$ cat src/sv/gcd_pkg.sv
// Shared types and constants for the great-circle distance block.
`default_nettype none
package gcd_pkg;

  // Datapath widths.
  localparam int CW       = 34;
  localparam int MAG_W    = 30;
  localparam int ROOT_W   = 31;
  localparam int RAD_W    = 2 * ROOT_W;
  localparam int RADIUS_W = 23;
  localparam int DIST_W   = 25;
  localparam int ATAN_N   = 32;

  // Request queue depth.
  localparam int QDEPTH = 4;
  localparam int QPTR_W = $clog2(QDEPTH);
  localparam int QCNT_W = $clog2(QDEPTH + 1);

  // Fixed-point constants (angles in Q30 radians, degrees scaled by 2^23).
  localparam logic [31:0]        PI_Q30       = 32'd3373259426;
  localparam logic [29:0]        GAIN_Q30     = 30'd652032874;
  localparam logic [30:0]        DEG23_180    = 31'd1509949440;
  localparam logic [29:0]        DEG23_90     = 30'd754974720;
  localparam logic signed [29:0] LAT22_MAX    = 30'sd377487360;
  localparam logic [30:0]        Q30_ONE      = 31'd1073741824;
  localparam logic [RADIUS_W-1:0] RADIUS_RESET = 23'd6371000;

  // Scaled reciprocal used to turn degrees into radians without a divider.
  localparam logic [63:0] RAD_RECIP = ({32'd0, PI_Q30} << 31) / 64'd1509949440;

  // Truncated Q30 arctangent of 2^-i.
  localparam logic [29:0] ATAN_Q30 [ATAN_N] = '{
    30'd843314856, 30'd497837829, 30'd263043836, 30'd133525158, 30'd67021686,
    30'd33543515, 30'd16775850, 30'd8388437, 30'd4194282, 30'd2097149,
    30'd1048575, 30'd524287, 30'd262143, 30'd131071, 30'd65535, 30'd32767,
    30'd16383, 30'd8191, 30'd4095, 30'd2047, 30'd1023, 30'd511, 30'd255,
    30'd127, 30'd63, 30'd31, 30'd15, 30'd7, 30'd3, 30'd1, 30'd0, 30'd0
  };

  // One angle in degrees * 2^23 as sign and magnitude.
  typedef struct packed {
    logic             neg;
    logic [MAG_W-1:0] mag;
  } ang_t;

  // The four angles that one request needs.
  typedef struct packed {
    ang_t dlat;
    ang_t dlng;
    ang_t lat_a;
    ang_t lat_b;
  } req_t;

endpackage
`default_nettype wire

$ cat src/sv/gcd_queue.sv
// Short request queue between the front end and the compute pipeline.
`default_nettype none
module gcd_queue (
  input  wire logic          clk,
  input  wire logic          rst,
  input  wire logic          push_valid,
  output logic               push_ready,
  input  wire gcd_pkg::req_t push_data,
  output logic               pop_valid,
  input  wire logic          pop_ready,
  output gcd_pkg::req_t      pop_data
);
  import gcd_pkg::*;

  req_t              mem [QDEPTH];
  logic [QPTR_W-1:0] wr_ptr;
  logic [QPTR_W-1:0] rd_ptr;
  logic [QPTR_W-1:0] rd_ptr_next;
  logic [QCNT_W-1:0] count;
  logic              push;
  logic              pop;

  assign push_ready  = (count != QCNT_W'(QDEPTH));
  assign pop_valid   = (count != '0);
  assign push        = push_valid && push_ready;
  assign pop         = pop_valid && pop_ready;
  assign rd_ptr_next = pop ? rd_ptr + 1'b1 : rd_ptr;

  // Pointers and fill count.
  always_ff @(posedge clk) begin
    if (rst) begin
      wr_ptr <= '0;
      rd_ptr <= '0;
      count  <= '0;
    end else begin
      if (push) wr_ptr <= wr_ptr + 1'b1;
      if (pop) rd_ptr <= rd_ptr + 1'b1;
      if (push && !pop) count <= count + 1'b1;
      else if (pop && !push) count <= count - 1'b1;
    end
  end

  // Storage, with the head entry kept in a register for the consumer.
  // A request written into the slot that becomes the head is passed straight through.
  always_ff @(posedge clk) begin
    if (push) begin
      mem[wr_ptr] <= push_data;
    end
    if (push && (wr_ptr == rd_ptr_next)) begin
      pop_data <= push_data;
    end else begin
      pop_data <= mem[rd_ptr_next];
    end
  end

  a_count_up: assert property (@(posedge clk) disable iff (rst)
    push && !pop |=> count == $past(count) + 1'b1)
    else $error("queue count did not follow a lone push");

endmodule
`default_nettype wire

$ cat config.mk
export PLATFORM = sky130hd
export DESIGN_NAME = gcd_queue
export DESIGN_NICKNAME = d
export VERILOG_FILES = /design/src/sv/gcd_pkg.sv /design/src/sv/gcd_queue.sv
export SDC_FILE = /design/constraint.sdc
export NUM_CORES = 1
export LEC_CHECK = 0
export ABC_CLOCK_PERIOD_IN_PS = 4000
export BUFFER_PORTS_ARGS = -buffer_cell sky130_fd_sc_hd__buf_2
export CORE_MARGIN = 2
export CORE_UTILIZATION = 51
export CTS_CLUSTER_DIAMETER = 120
export DETAILED_ROUTE_END_ITERATION = 7
export GPL_TIMING_DRIVEN = 0
export PLACE_DENSITY = 0.86
export SYNTH_ARGS = -nofsm -noshare
export SYNTH_HDL_FRONTEND = slang
export SYNTH_SLANG_ARGS = --single-unit
$ cat constraint.sdc
create_clock -name clk -period 4 [get_ports clk]
set_clock_uncertainty 0.15 [all_clocks]
set_input_delay 0.2 -clock clk [delete_from_list [all_inputs] [get_ports clk]]
set_output_delay 0.2 -clock clk [all_outputs]
set_load 0.03 [all_outputs]
==> impl_metrics.py, run 1 <==
metrics = {
    "clock_network": {
        "cts.path.max_buffers": 3,
        "htreeDepth": 2,
        "ctsRootBufferMaster": "clkbuf_16",
        "insertion_delay_ps": 580,
        "cts.clk_slew.worst_paths_ps": 60,
        "post_cts_buffers": 0,
        "cts_buffers": 50,
        "post_cts_resized": 0,
        "cts_sinks": 505,
        "cts_tree": "yes",
    },
    "critical_path": {
        "crit_type": "flop to flop",
        "crit_start": "count[0]",
        "cp_max_fo": 45,
        "setup.worst_path.start_class": "flop",
        "r2r-start": "count[0]",
        "worstPathArrival_ps": 2980,
        "worst_ep_required_time_ps": 4100,
        "endpoint_kind": "flop",
        "r2r_setup_slack_ps": 1120,
    },
    "die": {
        "floorplan.rows": 69,
        "boundaryPins": 254,
        "die_h_um": 194,
        "initial_core_util_pct": 51.7,
        "die_w_um": 194,
        "dieArea_sq_um": 37500,
        "core-area_sq_um": 35500,
    },
    "layout": {
        "drive_gt1_share_pct": 40.9,
        "fillers": 2185,
        "regArea_sq_um": 15100,
        "nets": 1268,
        "multiInputGateArea_sq_um": 3080,
        "area_growth_pct": 26.8,
        "finish.utilization_pct": 65.5,
    },
    "timing": {
        "slew_viol_final": 0,
        "whs_ps": 231,
        "timing.fmax_ghz": 0.348,
        "rsz0062_at_grt": "false",
        "period_minus_slack_ps": 2880,
        "fin_crit_sh_pct": 71.9,
        "hold_viol": 0,
        "worstMarginPinSlew_ps": 755,
        "setup_viol": 0,
        "slew_headroom_pct": 49.7,
    },
    "power_and_ir_drop": {
        "clkPwrFrac_pct": 27.7,
        "pwr-share-seq_pct": 41.3,
        "combPwrFrac_pct": 31.0,
        "ir_worst_vdd_mv": 0.561,
        "power_density_nw_per_um2": 685,
        "swShare_pct": 32.1,
        "p_switching_w": 0.00512,
        "internal_power_w": 0.0108,
        "power_leakage_nw": 7.95,
    },
    "routing": {
        "drc_errors": 0,
        "first_iter_violations": 423,
        "firstDrtPassIters": 4,
        "vias": 9004,
        "drt-total-wl_mm": 37.7,
        "ant_nets": 0,
        "viasPerCell": 5.50,
        "wl_per_cell_um": 23.0,
    },
    "yosys": {
        "yosysTopAreaCell": "edfxtp_1",
        "ys_ff_latch": 505,
        "synth_area_leaders": "edfxtp_1, mux4_2, dfxtp_1, buf_6, buf_2",
        "synth_fa_ha_area_share_pct": 0.450,
        "avgSynthCellArea_sq_um": 26.4,
        "yosysWarnings": 0,
        "synth_compound_area_share_pct": 0.232,
        "syn_inst": 695,
        "synth-edff-count": 496,
        "synth_common_cells": "edfxtp_1, mux4_2, buf_2, dfxtp_1, buf_6",
        "syn_area_sq_um": 18300,
        "async_flop_share_pct": 0,
        "synth_seq_area_share_pct": 82.2,
        "synthSimpleGateAreaFrac_pct": 0.464,
        "synth_flop_cell": "edfxtp_1",
        "synth_top_cell_area_share_pct": 81.2,
        "synth_xor_area_share_pct": 0.191,
        "synth_most_common_cell": "edfxtp_1",
        "synth_nets": 829,
        "synth.mux.area_fraction_pct": 15.4,
        "synth_top_family_by_area": "multiplexers",
        "ys_types": 24,
    },
    "place": {
        "gp_congestion": 0.719,
        "dp_hpwl_mm": 21.6,
        "portBuffers": 252,
    },
    "worst_hold_path": {
        "worstHoldStart": "push_data[93]",
        "hp-class": "input port to flop",
    },
    "global_route": {
        "grt_start_max_net_pins": 50,
        "grt_pass1_vias": 9738,
        "track_usage_pct": 20.4,
        "overflow": 0,
        "grt_pass1_wl_mm": 57.5,
        "antenna_found_initial": 2,
    },
    "outcome": {
        "status": "completed",
    },
    "flow_run": {
        "drv_cap": 0,
    },
}
==> power by group through the flow <==
stage / Combinational [W] / Clock, W / Sequential, W
after floorplan: 0.00345 / 0 / 0.00664
after global placement: 0.00471 / 0 / 0.00668
after detailed placement: 0.00484 / 0 / 0.00667
after CTS: 0.00498 / 0.00450 / 0.00657
after global routing: 0.00519 / 0.00472 / 0.00661
final: 0.00494 / 0.00442 / 0.00657
==> critical path: stages (launching register included) <==
cell	delay, ps
dfxtp_1	490
nor2_1	130
a21boi_2	390
and2_4	710
buf_16	330
buf_16	270
==> layout make-up <==
cell class	instances	area share, %
diodes	2	0.0215
clock buffers	66	6.04
inverters	3	0.0484
flip-flops and latches	505	64.8
well taps	461	2.48
plain buffers	29	0.802
multi-input cells	158	13.2
repair buffers	387	11.8
clock inverters	26	0.694
==> flip-flops by register name, indices dropped and copies added (netlist names), named ones only <==
register / cells
rd_ptr: 2
wr_ptr: 2
mem: 496
count: 3
==> kinds of logic after synthesis <==
| logic type | Yosys count |
|---|---|
| flip-flops | 505 |
| multiplexers | 127 |
| buffers and inverters | 32 |
| AND/OR/NAND/NOR | 16 |
| adder cells (fa/ha/maj) | 6 |
| AO/OA/AOI/OAI | 5 |
| XOR/XNOR | 4 |
==> cell usage in the layout, fill, tap and decap left out, drive strengths merged <==
cell type,Yosys,routed
a21boi,1,1
a21oi,1,1
and2,4,4
buf,22,282
bufinv,0,1
clkbuf,7,73
clkinv,0,22
dfxtp,9,9
diode,0,2
dlygate4sd3,0,127
edfxtp,496,496
fa,1,1
ha,5,5
inv,3,6
mux2,1,1
mux2i,2,2
mux4,124,124
nand2,1,1
nand2b,2,2
nor2,5,5
nor2b,2,2
o21ai,1,1
o311ai,1,1
o31ai,1,1
or3,2,2
xnor2,2,2
xor2,2,2
==> per-layer routing <==
metal	GRT usage (%)	share of wire, %	wire length (um)	vias up
li1	-	-	-	3890
met1	26.0	38	14300	4639
met2	34.4	51	19300	398
met3	5.46	8.0	3000	77
met4	6.96	2.8	1050	0
met5	0	0	0	-
==> stage by stage <==
| step | setup WS (ps) | setup TNS, ps | instance area [sq um] | total power [W] | instances |
|---|---|---|---|---|---|
| CTS | 1100 | 0 | 23200 | 0.0161 | 1635 |
| global placement | -219 | -95330 | 20200 | 0.0114 | 1408 |
| floorplan | 1040 | 0 | 18300 | 0.0101 | 695 |
| finish | 1120 | 0 | 23300 | 0.0159 | 1637 |
| global route | 1000 | 0 | 23200 | 0.0165 | 1636 |
| detailed placement | 1170 | 0 | 20400 | 0.0115 | 1416 |
==> what timing repair did <==
action,CTS,global route
hold buffers,127,0
hold endpoints to repair,505,0
endpoints found under the setup margin,0,0
==> worst paths after layout <==
path	endpoint	depth (start not counted)
worst max register to register	mem[0][80]	5
worst min register to register	flop	1
worst max-delay path	mem[0][80]	5
worst min-delay path	mem[0][93]	2
Power figures use the tool's default switching activity.
==> inputs of run 2 (changes only) <==
--- a/config.mk
+++ b/config.mk
@@ -5,7 +5,7 @@
 export SDC_FILE = /design/constraint.sdc
 export NUM_CORES = 1
 export LEC_CHECK = 0
-export ABC_CLOCK_PERIOD_IN_PS = 4000
+export ABC_CLOCK_PERIOD_IN_PS = 2300
 export BUFFER_PORTS_ARGS = -buffer_cell sky130_fd_sc_hd__buf_2
 export CORE_MARGIN = 2
 export CORE_UTILIZATION = 51
==> constraint.sdc (replaced) <==
create_clock -name clk -period 2.3 [get_ports clk]
set_clock_uncertainty 0.15 [all_clocks]
set_input_delay 0.115 -clock clk [delete_from_list [all_inputs] [get_ports clk]]
set_output_delay 0.115 -clock clk [all_outputs]
set_load 0.03 [all_outputs]
==> run 2 against run 1 <==
The run now ends with negative setup slack left. Die area unchanged. First-iteration DRC count increased by 19%. Count of clock-buffer cells in the layout fell by 9. Sequential power increased by 74%. Register-to-register slack worse by 1000 ps. Cell area increased by 6.0%. Critical path depth unchanged. Power increased by 93%.
==> impl_metrics.py, run 2 (same netlist as run 1, synthesis figures left out) <==
metrics = {
    "critical_path": {
        "worstPathArrival_ps": 2120,
        "crit_slowest_cell": "mux4_2",
        "cp_num_buf_inv": 4,
        "setup.worst_path.start_class": "flop",
        "cpPeakStageDelay_ps": 570,
        "cp_max_fo": 5,
        "worst_ep_required_time_ps": 2040,
        "endpoint_kind": "output pin",
        "path_cells": "buf_8 > buf_12 > buf_16 > mux4_2 > buf_6",
        "crit_family": "buffers and inverters",
        "crit_type": "flop to output pin",
    },
    "clock_network": {
        "insertion_delay_ps": 570,
        "cts_buffers": 49,
        "cts_sinks": 505,
        "cts.clk_slew.worst_paths_ps": 60,
        "cts_tree": "yes",
        "ctsRootBufferMaster": "clkbuf_16",
        "cts.path.max_buffers": 3,
        "htreeDepth": 2,
    },
    "global_route": {
        "grt_start_max_net_pins": 54,
        "track_usage_pct": 21.6,
        "overflow": 0,
        "busiest_layer": "met2",
        "met2_usage_pct": 37.6,
        "grt_use_met1_pct": 26.3,
        "antenna_found_initial": 3,
        "grt_use_met3_pct": 5.74,
        "grt_pass1_wl_mm": 60.2,
        "grt_pass1_vias": 9926,
    },
    "timing": {
        "setup_viol": 86,
        "slew_headroom_pct": 64.1,
        "slew_viol_final": 0,
        "hold_viol": 0,
        "whs_ps": 138,
        "period_minus_slack_ps": 2380,
        "rsz0062_at_grt": "true",
        "timing.fmax_ghz": 0.419,
        "setup_ws_ps": -84.6,
        "finalSetupTns_ps": -2220,
        "worstMarginPinSlew_ps": 539,
        "fin_crit_sh_pct": 104,
    },
    "layout": {
        "nets": 1289,
        "layout_common_cells": "edfxtp_1, buf_2, dlygate4sd3_1",
        "stdcell_count": 1660,
        "drive_gt1_share_pct": 43.2,
        "largestRegisters": "mem x496, count x3",
        "top_register": "mem",
        "area_growth_pct": 34.4,
        "largest_register_ff_count": 496,
        "fillers": 2072,
        "final_common_cell": "edfxtp_1",
        "final_area_sq_um": 24700,
    },
    "outcome": {
        "violations": "negative setup slack",
        "status": "finished, violations left",
    },
    "worst_hold_path": {
        "hp-class": "input port to flop",
    },
    "die": {
        "die_w_um": 194,
        "floorplan.rows": 69,
        "dieArea_sq_um": 37500,
        "core-area_sq_um": 35500,
        "boundaryPins": 254,
        "die_h_um": 194,
        "initial_core_util_pct": 51.7,
    },
    "routing": {
        "wl_per_cell_um": 24.2,
        "ant_nets": 0,
        "viasPerCell": 5.43,
        "firstDrtPassIters": 5,
        "drc_errors": 0,
        "drt-total-wl_mm": 40.1,
        "first_iter_violations": 504,
        "vias": 9021,
    },
    "place": {
        "dp_hpwl_mm": 21.8,
        "place_area_sq_um": 20400,
        "dpl_worst_slack_ps": -134,
        "placed_cells": 1419,
        "portBuffers": 252,
        "gp_congestion": 0.703,
    },
    "power_and_ir_drop": {
        "power_density_nw_per_um2": 1240,
        "power_leakage_nw": 8.48,
        "ir_worst_vdd_mv": 1.05,
    },
    "flow_run": {
        "drv_cap": 0,
    },
}
==> run 2: stage by stage <==
stage	total power [W]	util (%)
after global placement	0.0198	56.9
after global routing	0.0318	69.5
after detailed placement	0.0200	57.6
after floorplan	0.0175	-
after CTS	0.0306	69.0
final	0.0307	69.5
==> run 2: final timing paths <==
check                 from           end  slack, ps  cells after the start
max                   flop  pop_data[65]        -80                      5
max reg2reg       count[0]   mem[2][118]        110                      6
min reg2reg      rd_ptr[1]          flop        310                      1
min          push_data[60]    mem[1][60]        140                      2
==> run 2: what timing repair did <==
item,in CTS,in global routing
pin swaps,4,2
hold buffers,127,0
gates cloned,7,5
resized for setup,305,13
buffers inserted,7,1
setup endpoints to repair,258,125
endpoints found under the hold margin,505,0
==> run 2: power breakdown <==
part	switching (W)	leakage [nW]	total, W	internal [W]
Sequential	0.000271	4.62	0.0114	0.0112
Combinational	0.00585	3.07	0.0112	0.00536
Clock	0.00330	0.787	0.00802	0.00472
Total	0.00942	8.48	0.0307	0.0213
==> run 2: worst register-to-register path, cell delays in order (launching register included) <==
cell,delay (ps)
dfxtp_2,420
nor2_1,120
a21boi_4,180
buf_12,130
and2_4,330
buf_12,260
buf_12,270
==> run 2: area by class of cell <==
cell class / instances / area (sq um) / area share (%)
clock buffer: 57 / 1300 / 5.27
clock inverter: 34 / 322 / 1.30
tap: 461 / 577 / 2.34
sequential: 505 / 15100 / 61.2
antenna: 4 / 10.0 / 0.0406
timing repair buffer: 407 / 3880 / 15.8
multi-input combinational: 161 / 3120 / 12.7
buffer: 28 / 357 / 1.45
inverter: 3 / 11.3 / 0.0457
==> run 2: layer usage <==
metal,wire length [um],part of all wire (%)
met1,14600,36
met2,21300,53
met3,2970,7.4
met4,1220,3.0
met5,0,0
