### config.mk
export PLATFORM = sky130hd
export DESIGN_NAME = gcd_front
export DESIGN_NICKNAME = d
export VERILOG_FILES = /design/src/sv/gcd_pkg.sv /design/src/sv/gcd_front.sv
export SDC_FILE = /design/constraint.sdc
export NUM_CORES = 1
export LEC_CHECK = 0
export ABC_AREA = 1
export BUFFER_PORTS_ARGS = -buffer_cell sky130_fd_sc_hd__buf_2
export CAP_MARGIN = 10
export CORE_ASPECT_RATIO = 0.75
export CORE_MARGIN = 2
export CORE_UTILIZATION = 48
export CTS_BUF_LIST = sky130_fd_sc_hd__clkbuf_2 sky130_fd_sc_hd__clkbuf_4 sky130_fd_sc_hd__clkbuf_8
export DETAILED_ROUTE_END_ITERATION = 16
export GPL_TIMING_DRIVEN = 0
export PLACE_DENSITY = 0.71
export SYNTH_ARGS = -nofsm -noshare
export SYNTH_HDL_FRONTEND = slang
export SYNTH_SLANG_ARGS = --single-unit
### constraint.sdc
create_clock -name clk -period 18.4 [get_ports clk]
set_clock_uncertainty 0.2 [all_clocks]
set_input_delay 1.84 -clock clk [delete_from_list [all_inputs] [get_ports clk]]
set_output_delay 1.84 -clock clk [all_outputs]
set_load 0.005 [all_outputs]
### src/sv/gcd_pkg.sv
// Shared types and constants for the great-circle distance block.
`default_nettype none
package gcd_pkg;

  // Datapath widths.
  localparam int CW       = 34;
  localparam int MAG_W    = 30;
  localparam int ROOT_W   = 31;
  localparam int RAD_W    = 2 * ROOT_W;
  localparam int RADIUS_W = 23;
  localparam int DIST_W   = 25;
  localparam int ATAN_N   = 32;

  // Request queue depth.
  localparam int QDEPTH = 4;
  localparam int QPTR_W = $clog2(QDEPTH);
  localparam int QCNT_W = $clog2(QDEPTH + 1);

  // Fixed-point constants (angles in Q30 radians, degrees scaled by 2^23).
  localparam logic [31:0]        PI_Q30       = 32'd3373259426;
  localparam logic [29:0]        GAIN_Q30     = 30'd652032874;
  localparam logic [30:0]        DEG23_180    = 31'd1509949440;
  localparam logic [29:0]        DEG23_90     = 30'd754974720;
  localparam logic signed [29:0] LAT22_MAX    = 30'sd377487360;
  localparam logic [30:0]        Q30_ONE      = 31'd1073741824;
  localparam logic [RADIUS_W-1:0] RADIUS_RESET = 23'd6371000;

  // Scaled reciprocal used to turn degrees into radians without a divider.
  localparam logic [63:0] RAD_RECIP = ({32'd0, PI_Q30} << 31) / 64'd1509949440;

  // Truncated Q30 arctangent of 2^-i.
  localparam logic [29:0] ATAN_Q30 [ATAN_N] = '{
    30'd843314856, 30'd497837829, 30'd263043836, 30'd133525158, 30'd67021686,
    30'd33543515, 30'd16775850, 30'd8388437, 30'd4194282, 30'd2097149,
    30'd1048575, 30'd524287, 30'd262143, 30'd131071, 30'd65535, 30'd32767,
    30'd16383, 30'd8191, 30'd4095, 30'd2047, 30'd1023, 30'd511, 30'd255,
    30'd127, 30'd63, 30'd31, 30'd15, 30'd7, 30'd3, 30'd1, 30'd0, 30'd0
  };

  // One angle in degrees * 2^23 as sign and magnitude.
  typedef struct packed {
    logic             neg;
    logic [MAG_W-1:0] mag;
  } ang_t;

  // The four angles that one request needs.
  typedef struct packed {
    ang_t dlat;
    ang_t dlng;
    ang_t lat_a;
    ang_t lat_b;
  } req_t;

endpackage
`default_nettype wire

### src/sv/gcd_front.sv
// Front end: accepts point pairs, clamps, differences and reduces the angles.
`default_nettype none
module gcd_front (
  input  wire logic               clk,
  input  wire logic               rst,
  input  wire logic               in_valid,
  output logic                    in_ready,
  input  wire logic signed [29:0] lat_a,
  input  wire logic signed [30:0] lng_a,
  input  wire logic signed [29:0] lat_b,
  input  wire logic signed [30:0] lng_b,
  output logic                    req_valid,
  input  wire logic               req_ready,
  output gcd_pkg::req_t           req
);
  import gcd_pkg::*;

  // Saturate a latitude to +-90 degrees.
  function automatic logic signed [29:0] clamp_lat(logic signed [29:0] v);
    logic signed [29:0] r;
    if (v > LAT22_MAX) r = LAT22_MAX;
    else if (v < -LAT22_MAX) r = -LAT22_MAX;
    else r = v;
    return r;
  endfunction

  // Reduce a half difference modulo 180 degrees into [-90, 90).
  function automatic logic signed [32:0] reduce_half(logic signed [32:0] h);
    logic signed [32:0] dd;
    logic signed [32:0] hh;
    logic signed [32:0] r;
    dd = $signed({2'b00, DEG23_180});
    hh = $signed({3'b000, DEG23_90});
    if (h >= dd) r = h - dd;
    else if (h <= -dd) r = h + dd;
    else r = h;
    if (r >= hh) r = r - dd;
    else if (r < -hh) r = r + dd;
    return r;
  endfunction

  // Split into sign and magnitude.
  function automatic ang_t to_ang(logic signed [32:0] v);
    ang_t a;
    logic signed [32:0] m;
    m = (v < 0) ? -v : v;
    a.neg = (v < 0);
    a.mag = m[MAG_W-1:0];
    return a;
  endfunction

  logic signed [29:0] la;
  logic signed [29:0] lb;
  req_t               req_next;

  // Clamp the latitudes and form the request angles from the incoming pair.
  always_comb begin
    la = clamp_lat(lat_a);
    lb = clamp_lat(lat_b);
    req_next.dlat  = to_ang(reduce_half(33'(la) - 33'(lb)));
    req_next.dlng  = to_ang(reduce_half(33'(lng_a) - 33'(lng_b)));
    req_next.lat_a = to_ang(33'(la) <<< 1);
    req_next.lat_b = to_ang(33'(lb) <<< 1);
  end

  assign in_ready = !req_valid || req_ready;

  // Holding register toward the queue.
  always_ff @(posedge clk) begin
    if (rst) begin
      req_valid <= 1'b0;
    end else if (in_ready) begin
      req_valid <= in_valid;
    end
  end

  always_ff @(posedge clk) begin
    if (in_valid && in_ready) begin
      req <= req_next;
    end
  end

  a_accept_held: assert property (@(posedge clk) disable iff (rst)
    in_valid && in_ready |=> req_valid)
    else $error("accepted request did not reach the holding register");

endmodule
`default_nettype wire

==> metrics.md, run 1 <==
| Metric | Value |
|---|---|
| Most used cells in the layout excluding fill and tap cells | `sky130_fd_sc_hd__nand2_1 (538), sky130_fd_sc_hd__inv_1 (318), sky130_fd_sc_hd__buf_2 (252), sky130_fd_sc_hd__nor2_1 (174), sky130_fd_sc_hd__edfxtp_1 (122)` |
| HPWL after detailed placement | `32800 µm` |
| Syn Area/Cell | `6.73 µm²` |
| Critical path type | `input pin to register` |
| YS warnings | `0` |
| Worst Hold Path Cells | `2` |
| Ports placed on the boundary | `252` |
| Static leakage | `7.79 nW` |
| Clock network fraction of total power | `15.4%` |
| Placer's final routability congestion estimate | `1.01` |
| Critical Path Slowest Stage Cell | `sky130_fd_sc_hd__nor4_1` |
| Worst skew pair latency | `0.47 ns` |
| Setup slack, reg-to-reg | `16.69 ns` |
| Pre-CTS setup slack | `10.00 ns` |
| Initial antenna violation count | `1` |
| Min-delay worst type | `register to register` |
| Pwr Density | `111 mW/mm²` |
| Startpoint of the worst hold path | `req_valid$_SDFFE_PP0N_` |
| Die area | `0.0275 mm²` |
| Routed length on met3 | `4430 µm` |
| Reg-to-reg startpoint | `req_valid$_SDFFE_PP0N_` |
| Average detailed-routed wire length per instance | `15.7 µm` |
| Commonest non-fill, non-tap cell in the layout | `sky130_fd_sc_hd__nand2_1` |
| Switch share | `44.5%` |
| Layout overhead on the synthesized area | `17.4%` |
| Fraction of synthesis flops using an asynchronous set or reset pin | `0%` |
| Core area | `0.0258 mm²` |
| Cell seen most often among critical-path stages | `sky130_fd_sc_hd__nand2_1` |
| Initial DRC Count | `1226` |
| Setup Total Neg Slack | `0 ns` |
| Hold buffer count at cts | `0` |
| Unrepaired setup endpoints after global routing | `false` |
| Number of distinct library cells after synthesis | `54` |
| CTS clk-pin slew, worst paths | `0.09 ns` |
| Library cell with the largest summed area after synthesis | `sky130_fd_sc_hd__edfxtp_1` |
| Top post-synthesis cells by area | `sky130_fd_sc_hd__edfxtp_1 (29%), sky130_fd_sc_hd__nand2_1 (16%), sky130_fd_sc_hd__inv_1 (9.5%)` |
| Cell Int Power | `906 µW` |
| Uppermost layer routed | `met4` |
| Cell area after synthesis | `0.0126 mm²` |
| Slew of the pin with the lowest slew margin | `0.803 ns` |
| Synthesized flop and latch total | `123` |
| Sequential fraction of design power | `29.1%` |
| Number of flops mapped to enable cells by yosys | `122` |
| Clock tree from TritonCTS | `built` |
| First-pass DRT Iterations | `6` |
| Highest clock rate | `0.122 GHz` |
| Number of hold violations in the final report | `0` |
| Sink count of the clock tree | `123` |
| Comb power frac | `55.5%` |
| Data arrival time of the worst path | `8.22 ns` |
| Most used flip-flop cell after synthesis | `sky130_fd_sc_hd__edfxtp_1` |
| CP max FO | `10` |
| Number of cells traversed by the worst register-to-register path | `3` |
| Root Buffer Master | `sky130_fd_sc_hd__clkbuf_8` |
| Total overflow reported by the global router | `0` |
| Port Buffers | `249` |
| Number of global-route vias before repair | `11100` |
| Switching power | `725 µW` |
| Residual antenna-violating net count after detailed routing | `0` |
| Met1 WL | `19000 µm` |
| Buffers inserted by post-CTS timing repair | `0` |
| # rows | `51` |
| Endpoint required time on the critical path | `18.43 ns` |
| Maximum level of the CTS H-tree | `4` |
| Effective utilization at floorplan | `48.6%` |
| Wire length on met2 | `15000 µm` |
| Critical R2R Capture | `req[120]$_DFFE_PP_` |
| Die Span X | `191 µm` |
| Outcome | `complete, no violations` |
| CTS Buf Count | `17` |
| Period minus WS final | `8.19 ns` |
| Share of the cycle needed by the critical path after routing | `44.5%` |
| Final slew viol count | `0` |
| Routed via count | `12800` |
| Wire length of the first global-routing pass | `60000 µm` |
| Share of Yosys cell area claimed by the top area cell type | `29.2%` |
| Maximum number of pins on one net before global-route repair | `32` |
| Setup violations, final | `0` |
| Vias per cell | `5.15` |
| Die height | `144 µm` |
| Quantity of gates resized following cts | `0` |
| Number of standard cells after synthesis | `1864` |
| Share of post-route cells with drive strength above 1 | `17.3%` |
| Sequential area share after synthesis | `29.3%` |
| Worst slew margin relative to its limit | `46.2%` |
| GRT Overall Usage | `28.3%` |
| Worst setup SP type | `input pin` |
| Residual DRC | `0` |
| Wire length reported by the detailed router | `39000 µm` |
| Max_cap viols | `0` |
| Buffer levels on the longest clock path | `2` |
| Capture endpoint of the worst hold path | `req_valid$_SDFFE_PP0N_` |
| Sort of element at the end of the critical path | `register` |
| Slack of the critical path | `10.21 ns` |
| Count of nets after finishing | `2340` |
| Maximum cell stage delay along the critical path | `0.50 ns` |
| Worst ir drop on vdd | `0.0000744 V` |
[through the flow]
stage | area (µm²) | cells | util (%) | power (mW) | hold WS [ns]
after floorplan | 12600 | 1865 | - | 1.10 | 0.307
after global placement | 14200 | 2458 | 55.1 | 1.36 | 0.323
after detailed placement | 14300 | 2462 | 55.4 | 1.37 | 0.366
after CTS | 14700 | 2494 | 57.0 | 1.63 | 0.376
after global routing | 14700 | 2494 | 57.0 | 1.77 | 0.387
final | 14700 | 2495 | 57.0 | 1.63 | 0.364
[layout make-up]
type,count,area (µm²)
inverters,351,1320
plain buffers,22,109
repair buffers,253,1330
diodes,1,2.50
flip-flops and latches,123,3680
fillers,2565,11100
well taps,344,430
clock inverters,12,139
clock buffers,20,269
multi-input cells,1369,7450
[synth_stat cells, drive strengths merged, types with 2 or more instances]
cell and n:
o221ai 4, edfxtp 122, and2 7, nand4 19, or2 7, nor2 187, nand3b 9, nor4 15
xor2 106, o21bai 2, o21ai 59, a31oi 9, o21a 6, fa 2, nand3 118, buf 8
clkbuf 14, nor3 54, o31ai 5, o211ai 2, ha 75, xnor2 39, clkinv 4, a21oi 75
inv 347, nand2 557
[per-layer routing]
layer	GRT usage, %	vias up
met2	38.6	581
met1	43.8	5751
met4	6.45	0
li1	-	6482
met3	7.40	34
met5	0	-
[flip-flops by register name, indices dropped and copies added (netlist names)]
register,flops
req,122
req_valid,1
[critical path, delay by kind of cell]
family | cells | cell delay (ns)
xor gates and xnor gates | 1 | 0.16
adders and majority gates | 3 | 0.66
and+or+nand+nor | 17 | 2.90
AOI/OAI and AO/OA | 7 | 1.32
buffers and inverters | 9 | 1.31
[cells by family (layout without fill, tap and decap cells)]
kind of cell | Yosys count | in the layout | synth area share (%)
simple gates | 974 | 974 | 33.5
buf+inv | 373 | 658 | 11.4
xor+xnor | 145 | 145 | 10.2
other cells | 1 | 3 | 0.0299
flops | 123 | 123 | 29.3
fa+ha+maj | 77 | 77 | 7.80
compound gates | 171 | 171 | 7.67
[power by group through the flow]
stage | registers [mW] | clock network [mW] | logic [mW]
4_1_cts | 0.476 | 0.256 | 0.895
3_5_place_dp | 0.481 | 0 | 0.888
2_1_floorplan | 0.488 | 0 | 0.610
5_1_grt | 0.482 | 0.267 | 1.02
6_report | 0.475 | 0.251 | 0.905
3_3_place_gp | 0.485 | 0 | 0.870
[how the worst max path moves through the flow]
stage	start	endpoint	cells past startpoint
after floorplan	in_valid	req[100]$_DFFE_PP_	2
after global placement	in_valid	req[122]$_DFFE_PP_	3
after detailed placement	lat_a[8]	req[110]$_DFFE_PP_	37
after CTS	lat_a[8]	req[120]$_DFFE_PP_	40
after global routing	lat_a[8]	req[118]$_DFFE_PP_	37
final	lat_a[8]	req[110]$_DFFE_PP_	37
Power figures use the tool's default switching activity.
==> run 2: changes to the inputs <==
ABC_AREA = 0   (was 1)
PLACE_DENSITY = 0.72   (was 0.71)
clock period = 8.45 ns   (was 18.4 ns; I/O delays follow)
==> metrics.md, run 2 <==
| Metric | Value |
|---|---|
| Routed via count | `12300 (-3.9%)` |
| GRT Overall Usage | `29.4% (+1.1 points)` |
| Number of flops mapped to enable cells by yosys | `122 (unchanged)` |
| Count of nets after finishing | `1926 (-18%)` |
| Static leakage | `6.05 nW (-22%)` |
| Period minus WS final | `8.09 ns` |
| First-pass DRT Iterations | `6 (unchanged)` |
| Critical path type | `input pin to register` |
| Cell area after synthesis | `0.0119 mm² (-5.0%)` |
| Utilization after layout | `58.8% (+1.8 points)` |
| Maximum number of pins on one net before global-route repair | `63 (+97%)` |
| Sink count of the clock tree | `123 (unchanged)` |
| Highest clock rate | `0.124 GHz` |
| Top post-synthesis cells by area | `sky130_fd_sc_hd__edfxtp_1 (31%), sky130_fd_sc_hd__ha_1 (7.9%), sky130_fd_sc_hd__a21oi_1 (5.7%)` |
| Port Buffers | `249 (unchanged)` |
| Die height | `141 µm (-2.5%)` |
| Min-delay worst type | `register to register` |
| Wire length reported by the detailed router | `38900 µm (-0.31%)` |
| Layout overhead on the synthesized area | `19.5%` |
| Buffer levels on the longest clock path | `2 (unchanged)` |
| Die area | `0.0261 mm² (-4.9%)` |
| Commonest non-fill, non-tap cell in the layout | `sky130_fd_sc_hd__buf_2` |
| Syn Area/Cell | `8.26 µm² (+23%)` |
| Number of global-route vias before repair | `10900 (-2.2%)` |
| Unrepaired setup endpoints after global routing | `true` |
| Maximum level of the CTS H-tree | `4 (unchanged)` |
| Clock tree from TritonCTS | `built` |
| Core area | `0.0242 mm² (-6.3%)` |
| Effective utilization at floorplan | `49.2% (+0.68 points)` |
| Top cells by instance count after synthesis | `sky130_fd_sc_hd__a21oi_1 (136), sky130_fd_sc_hd__nor2_1 (135), sky130_fd_sc_hd__nand2_1 (130)` |
| YS warnings | `0 (unchanged)` |
| Setup violations, final | `0 (unchanged)` |
| Cell Int Power | `1.98 mW (+120%)` |
| Clock network fraction of total power | `16.0% (+0.6 points)` |
| Worst ir drop on vdd | `0.000111 V (+50%)` |
| Die Span X | `186 µm (-2.5%)` |
| Fraction of synthesis flops using an asynchronous set or reset pin | `0% (unchanged)` |
| Data arrival time of the worst path | `8.09 ns (-0.13 ns)` |
| Vias per cell | `5.95 (+16%)` |
| Post-route total power | `3.50 mW (+110%)` |
| Library cell with the largest summed area after synthesis | `sky130_fd_sc_hd__edfxtp_1` |
| Outcome | `complete, no violations` |
| HPWL after detailed placement | `30900 µm (-5.8%)` |
| CTS clk-pin slew, worst paths | `0.08 ns (about the same)` |
| CP max FO | `10 (unchanged)` |
| Share of the cycle needed by the critical path after routing | `95.8%` |
| Share of post-route cells with drive strength above 1 | `20.7% (+3.5 points)` |
| Final slew viol count | `0 (unchanged)` |
| Worst slew margin relative to its limit | `36.0% (-10 points)` |
| Ports placed on the boundary | `252 (unchanged)` |
| Number of hold violations in the final report | `0 (unchanged)` |
| Comb power frac | `55.5% (about the same)` |
| Worst skew pair latency | `0.45 ns (-0.02 ns)` |
| Slew of the pin with the lowest slew margin | `0.953 ns (+0.150 ns)` |
| Sequential fraction of design power | `28.5% (-0.6 points)` |
| Switch share | `43.5% (-1.0 points)` |
| Number of distinct library cells after synthesis | `90 (+67%)` |
| Largest regs | `req (122), req_valid (1)` |
| Worst setup SP type | `input pin` |
| Number of standard cells after synthesis | `1444 (-23%)` |
| Register ranked first by flip-flop count | `req` |
| Cell seen most often among critical-path stages | `sky130_fd_sc_hd__inv_1` |
| Residual antenna-violating net count after detailed routing | `0 (unchanged)` |
| Root Buffer Master | `sky130_fd_sc_hd__clkbuf_8` |
| Initial antenna violation count | `9 (+8)` |
| Max_cap viols | `0 (unchanged)` |
| Share of Yosys cell area claimed by the top area cell type | `30.7% (+1.5 points)` |
| Number of flip-flops under the largest register name | `122 (unchanged)` |
| CTS Buf Count | `17 (unchanged)` |
| Pwr Density | `246 mW/mm² (+120%)` |
| Average detailed-routed wire length per instance | `18.8 µm (+20%)` |
| Residual DRC | `0 (unchanged)` |
| Sort of element at the end of the critical path | `register` |
| Maximum cell stage delay along the critical path | `0.57 ns (+0.07 ns)` |
| Synthesized flop and latch total | `123 (unchanged)` |
| Cell with the most instances after synthesis | `sky130_fd_sc_hd__a21oi_1` |
| Most used flip-flop cell after synthesis | `sky130_fd_sc_hd__edfxtp_1` |
| Switching power | `1.52 mW (+110%)` |
| Critical Path Slowest Stage Cell | `sky130_fd_sc_hd__or4_1` |
| Number of fill cells in the layout | `2246 (-12%)` |
| Sequential area share after synthesis | `30.9% (+1.5 points)` |
| Wire length of the first global-routing pass | `60000 µm (unchanged)` |
| # rows | `49 (-3.9%)` |
| Endpoint required time on the critical path | `8.45 ns (-9.98 ns)` |
| Placer's final routability congestion estimate | `0.962 (-5.1%)` |
| Most used cells in the layout excluding fill and tap cells | `sky130_fd_sc_hd__buf_2 (253), sky130_fd_sc_hd__a21oi_1 (135), sky130_fd_sc_hd__nor2_1 (133), sky130_fd_sc_hd__nand2_1 (130), sky130_fd_sc_hd__edfxtp_1 (122)` |
| Total overflow reported by the global router | `0 (unchanged)` |
| Initial DRC Count | `1326 (+8.2%)` |
==> run 2: cells by family (layout without fill, tap and decap cells) <==
| kind of cell | after synthesis | in the layout | synth area share, % |
|---|---|---|---|
| AO/OA/AOI/OAI | 455 | 455 | 24.8 |
| other | 1 | 10 | 0.0314 |
| XOR/XNOR | 130 | 130 | 9.55 |
| buffers and inverters | 135 | 426 | 4.51 |
| multiplexers | 5 | 5 | 0.441 |
| flip-flops | 123 | 123 | 30.9 |
| adder cells (fa/ha/maj) | 77 | 77 | 8.20 |
| AND/OR/NAND/NOR | 518 | 518 | 21.6 |
==> run 2: area by class of cell <==
cell class                 instances  area, µm²  share of cell area [%]
multi-input combinational       1187       7830                    55.0
sequential                       123       3680                    25.8
timing repair buffer             259       1340                    9.41
tap                              331        414                    2.91
inverter                          86        330                    2.32
clock buffer                      17        234                    1.64
buffer                            49        231                    1.62
clock inverter                    15        164                    1.15
antenna                            8       20.0                   0.140
==> run 2: path summary, 6_finish.rpt <==
path | cells after the start | slack, ns | endpoint | from
setup / recovery | 34 | 0.36 | req[121]$_DFFE_PP_ | lat_a[13]
hold / removal | 2 | 0.33 | req_valid$_SDFFE_PP0N_ | req_valid$_SDFFE_PP0N_
setup reg to reg | 3 | 6.40 | req[38]$_DFFE_PP_ | req_valid$_SDFFE_PP0N_
hold reg to reg | 2 | 0.33 | req_valid$_SDFFE_PP0N_ | req_valid$_SDFFE_PP0N_
==> run 2: worst max-delay path, delay by kind of cell <==
family / cells / cell delay (ns)
AOI/OAI and AO/OA: 13 / 2.46
and+or+nand+nor: 11 / 3.00
buffers and inverters: 6 / 0.88
adders and majority gates: 3 / 0.72
xor gates and xnor gates: 1 / 0.17
==> run 2: repair_timing <==
item,CTS,global route
setup buffers,2,7
cloned,0,0
gates resized for setup,15,26
pin swaps,2,3
hold buffers,0,0
endpoints found under the setup margin,30,30
==> run 2: layer usage <==
metal / track usage, % / part of all wire, % / vias up
li1: - / - / 5914
met5: 0 / 0.090 / -
met2: 41.1 / 41 / 594
met4: 6.71 / 1.6 / 6
met3: 7.23 / 10 / 44
met1: 45.1 / 47 / 5784
==> run 2: metrics by stage <==
step / setup WS [ns] / std cells / hold slack [ns] / cell area [µm²] / setup TNS, ns
floorplan: 0.413 / 1445 / 0.322 / 11900 / 0
detailed placement: -2.12 / 2026 / 0.316 / 13600 / -47.63
finish: 0.358 / 2075 / 0.330 / 14300 / 0
global route: -0.0988 / 2071 / 0.328 / 14200 / -0.443
CTS: 0.00461 / 2060 / 0.322 / 14100 / 0
global placement: -2.05 / 2025 / 0.290 / 13600 / -45.68
==> run 2: power groups by stage <==
stage / Clock, mW / Sequential [mW] / Combinational (mW)
floorplan: 0 / 1.03 / 1.24
global placement: 0 / 1.02 / 1.82
detailed placement: 0 / 1.01 / 1.84
CTS: 0.568 / 1.00 / 1.86
global route: 0.589 / 1.01 / 2.14
finish: 0.561 / 0.999 / 1.94
==> run 3: changes to the inputs <==
GPL_TIMING_DRIVEN = default   (was 0)
==> metrics.md, run 3 (synthesized netlist as in run 2, its figures left out) <==
| Metric | Value |
|---|---|
| Outcome | `complete, no violations` |
| Largest regs | `req (122), req_valid (1)` |
| Capturing element of the worst setup path | `req[121]$_DFFE_PP_` |
| Sink count of the clock tree | `123 (unchanged)` |
| Number of cells traversed by the worst register-to-register path | `3 (unchanged)` |
| Data arrival time of the worst path | `7.91 ns (-0.18 ns)` |
| Ports placed on the boundary | `252 (unchanged)` |
| Vias per cell | `5.99 (+0.75%)` |
| Maximum number of pins on one net before global-route repair | `71 (+13%)` |
| Worst skew pair latency | `0.46 ns (about the same)` |
| Core area | `0.0242 mm² (unchanged)` |
| Commonest non-fill, non-tap cell in the layout | `sky130_fd_sc_hd__buf_2` |
| GRT Overall Usage | `27.8% (-1.6 points)` |
| Max_cap viols | `0 (unchanged)` |
| Average detailed-routed wire length per instance | `18.2 µm (-2.7%)` |
| Share of post-route cells with drive strength above 1 | `20.5% (-0.23 points)` |
| # rows | `49 (unchanged)` |
| Static leakage | `6.01 nW (-0.75%)` |
| HPWL after detailed placement | `29300 µm (-5.3%)` |
| Buffer levels on the longest clock path | `2 (unchanged)` |
| Sort of element at the end of the critical path | `register` |
| CTS Buf Count | `17 (unchanged)` |
| Seq. cell area | `0.00368 mm² (unchanged)` |
| Maximum level of the CTS H-tree | `4 (unchanged)` |
| Unrepaired setup endpoints after global routing | `false` |
| Routed via count | `12200 (-1.0%)` |
| Highest clock rate | `0.126 GHz (+2.3%)` |
| Die area | `0.0261 mm² (unchanged)` |
| Maximum cell stage delay along the critical path | `0.41 ns (-0.16 ns)` |
| Number of global-route vias before repair | `10700 (-1.6%)` |
| Layout overhead on the synthesized area | `17.6%` |
| Period minus WS final | `7.91 ns (-0.184 ns)` |
| Critical Path Slowest Stage Cell | `sky130_fd_sc_hd__fa_1` |
| Die height | `141 µm (unchanged)` |
| First-pass DRT Iterations | `5 (-1)` |
| Total overflow reported by the global router | `0 (unchanged)` |
| Count of nets after finishing | `1892 (-1.8%)` |
| Final slew viol count | `0 (unchanged)` |
| Number of hold violations in the final report | `0 (unchanged)` |
| Worst slew margin relative to its limit | `35.8% (-0.24 points)` |
| Final instance area | `0.0140 mm² (-1.6%)` |
| Residual antenna-violating net count after detailed routing | `0 (unchanged)` |
| Startpoint of the worst hold path | `rst` |
| Final cell count without fillers | `2039 (-1.7%)` |
| Total instance count after detailed placement | `2001 (-1.2%)` |
| Share of the cycle needed by the critical path after routing | `93.6% (-2.2 points)` |
| Area occupied by multi-input gates | `0.00773 mm² (-1.3%)` |
| Root Buffer Master | `sky130_fd_sc_hd__clkbuf_8` |
| Effective utilization at floorplan | `49.2% (unchanged)` |
| Clock tree from TritonCTS | `built` |
| CP max FO | `8 (-2)` |
| Reg-to-reg startpoint | `req_valid$_SDFFE_PP0N_` |
| Min-delay worst type | `input pin to register` |
| Initial DRC Count | `1472 (+11%)` |
| Die Span X | `186 µm (unchanged)` |
| Initial antenna violation count | `8 (-1)` |
| Endpoint required time on the critical path | `8.45 ns (about the same)` |
| Residual DRC | `0 (unchanged)` |
| Worst setup SP type | `input pin` |
| Pwr Density | `246 mW/mm² (about the same)` |
| Critical path type | `input pin to register` |
| Wire length reported by the detailed router | `37200 µm (-4.4%)` |
| Register ranked first by flip-flop count | `req` |
| CP Launch Point | `lat_b[3]` |
| Wire length of the first global-routing pass | `57200 µm (-4.7%)` |
| Cell seen most often among critical-path stages | `sky130_fd_sc_hd__inv_1` |
| Critical R2R Capture | `req[67]$_DFFE_PP_` |
| Setup violations, final | `0 (unchanged)` |
| Most used cells in the layout excluding fill and tap cells | `sky130_fd_sc_hd__buf_2 (249), sky130_fd_sc_hd__a21oi_1 (136), sky130_fd_sc_hd__nor2_1 (134), sky130_fd_sc_hd__nand2_1 (130), sky130_fd_sc_hd__edfxtp_1 (122)` |
| Number of fill cells in the layout | `2192 (-2.4%)` |
| Placer's final routability congestion estimate | `0.950 (-1.3%)` |
| CTS clk-pin slew, worst paths | `0.08 ns (about the same)` |
| Port Buffers | `249 (unchanged)` |
| Setup slack, reg-to-reg | `5.95 ns (-0.45 ns)` |
| Placed cell area | `0.0136 mm² (-0.39%)` |
| Worst ir drop on vdd | `0.000113 V (+1.4%)` |
| Number of flip-flops under the largest register name | `122 (unchanged)` |
| Slew of the pin with the lowest slew margin | `0.939 ns (-0.0138 ns)` |
-- run 3: repair_timing --
action	CTS	global route
endpoints found under the hold margin	0	0
gates resized for setup	0	8
buffers inserted	0	0
hold buffers	0	0
endpoints found under the setup margin	0	9
-- run 3: stage by stage --
step / util (%) / TNS [ns] / setup WS [ns] / total power [mW] / hold WS [ns]
5_1_grt: 57.9 / 0 / 0.0855 / 3.66 / 0.322
4_1_cts: 57.8 / 0 / 0.162 / 3.41 / 0.306
3_3_place_gp: 56.0 / 0 / 0.0190 / 2.79 / 0.300
2_1_floorplan: - / 0 / 0.413 / 2.27 / 0.322
3_5_place_dp: 56.0 / -0.844 / -0.274 / 2.82 / 0.311
6_report: 57.9 / 0 / 0.542 / 3.45 / 0.323
-- run 3: worst min path at each step --
stage,to,slack (ns),cells after the start
6_report,req_valid$_SDFFE_PP0N_,0.32,2
5_1_grt,req_valid$_SDFFE_PP0N_,0.32,2
4_1_cts,req_valid$_SDFFE_PP0N_,0.31,2
3_5_place_dp,req_valid$_SDFFE_PP0N_,0.31,2
3_3_place_gp,req_valid$_SDFFE_PP0N_,0.30,2
2_1_floorplan,req_valid$_SDFFE_PP0N_,0.32,2
-- run 3: critical path: cells and delay by family --
kind	cells	cell delay, ns
xor gates and xnor gates	1	0.17
AOI/OAI and AO/OA	13	2.76
adders and majority gates	3	0.81
buffers and inverters	5	0.45
and+or+nand+nor	14	2.87
-- run 3: metal layers --
metal	vias up	GRT usage [%]	part of all wire [%]
li1	5847	-	-
met5	-	0	0.11
met2	599	40.5	42
met1	5720	41.8	47
met4	6	6.30	1.6
met3	47	6.11	9.9
-- run 3: final cells by class --
class	count	area share, %
multi-input combinational	1187	55.1
inverter	86	2.30
tap	331	2.95
clock buffer	18	1.72
clock inverter	14	1.30
timing repair buffer	274	10.2
antenna	6	0.107
sequential	123	26.3
-- run 3: power by group --
group / switching [mW] / internal, mW / total [mW] / leakage (nW)
logic: 1.12 / 0.742 / 1.86 / 4.60
registers: 0.0471 / 0.950 / 0.997 / 1.20
clock network: 0.289 / 0.301 / 0.590 / 0.205
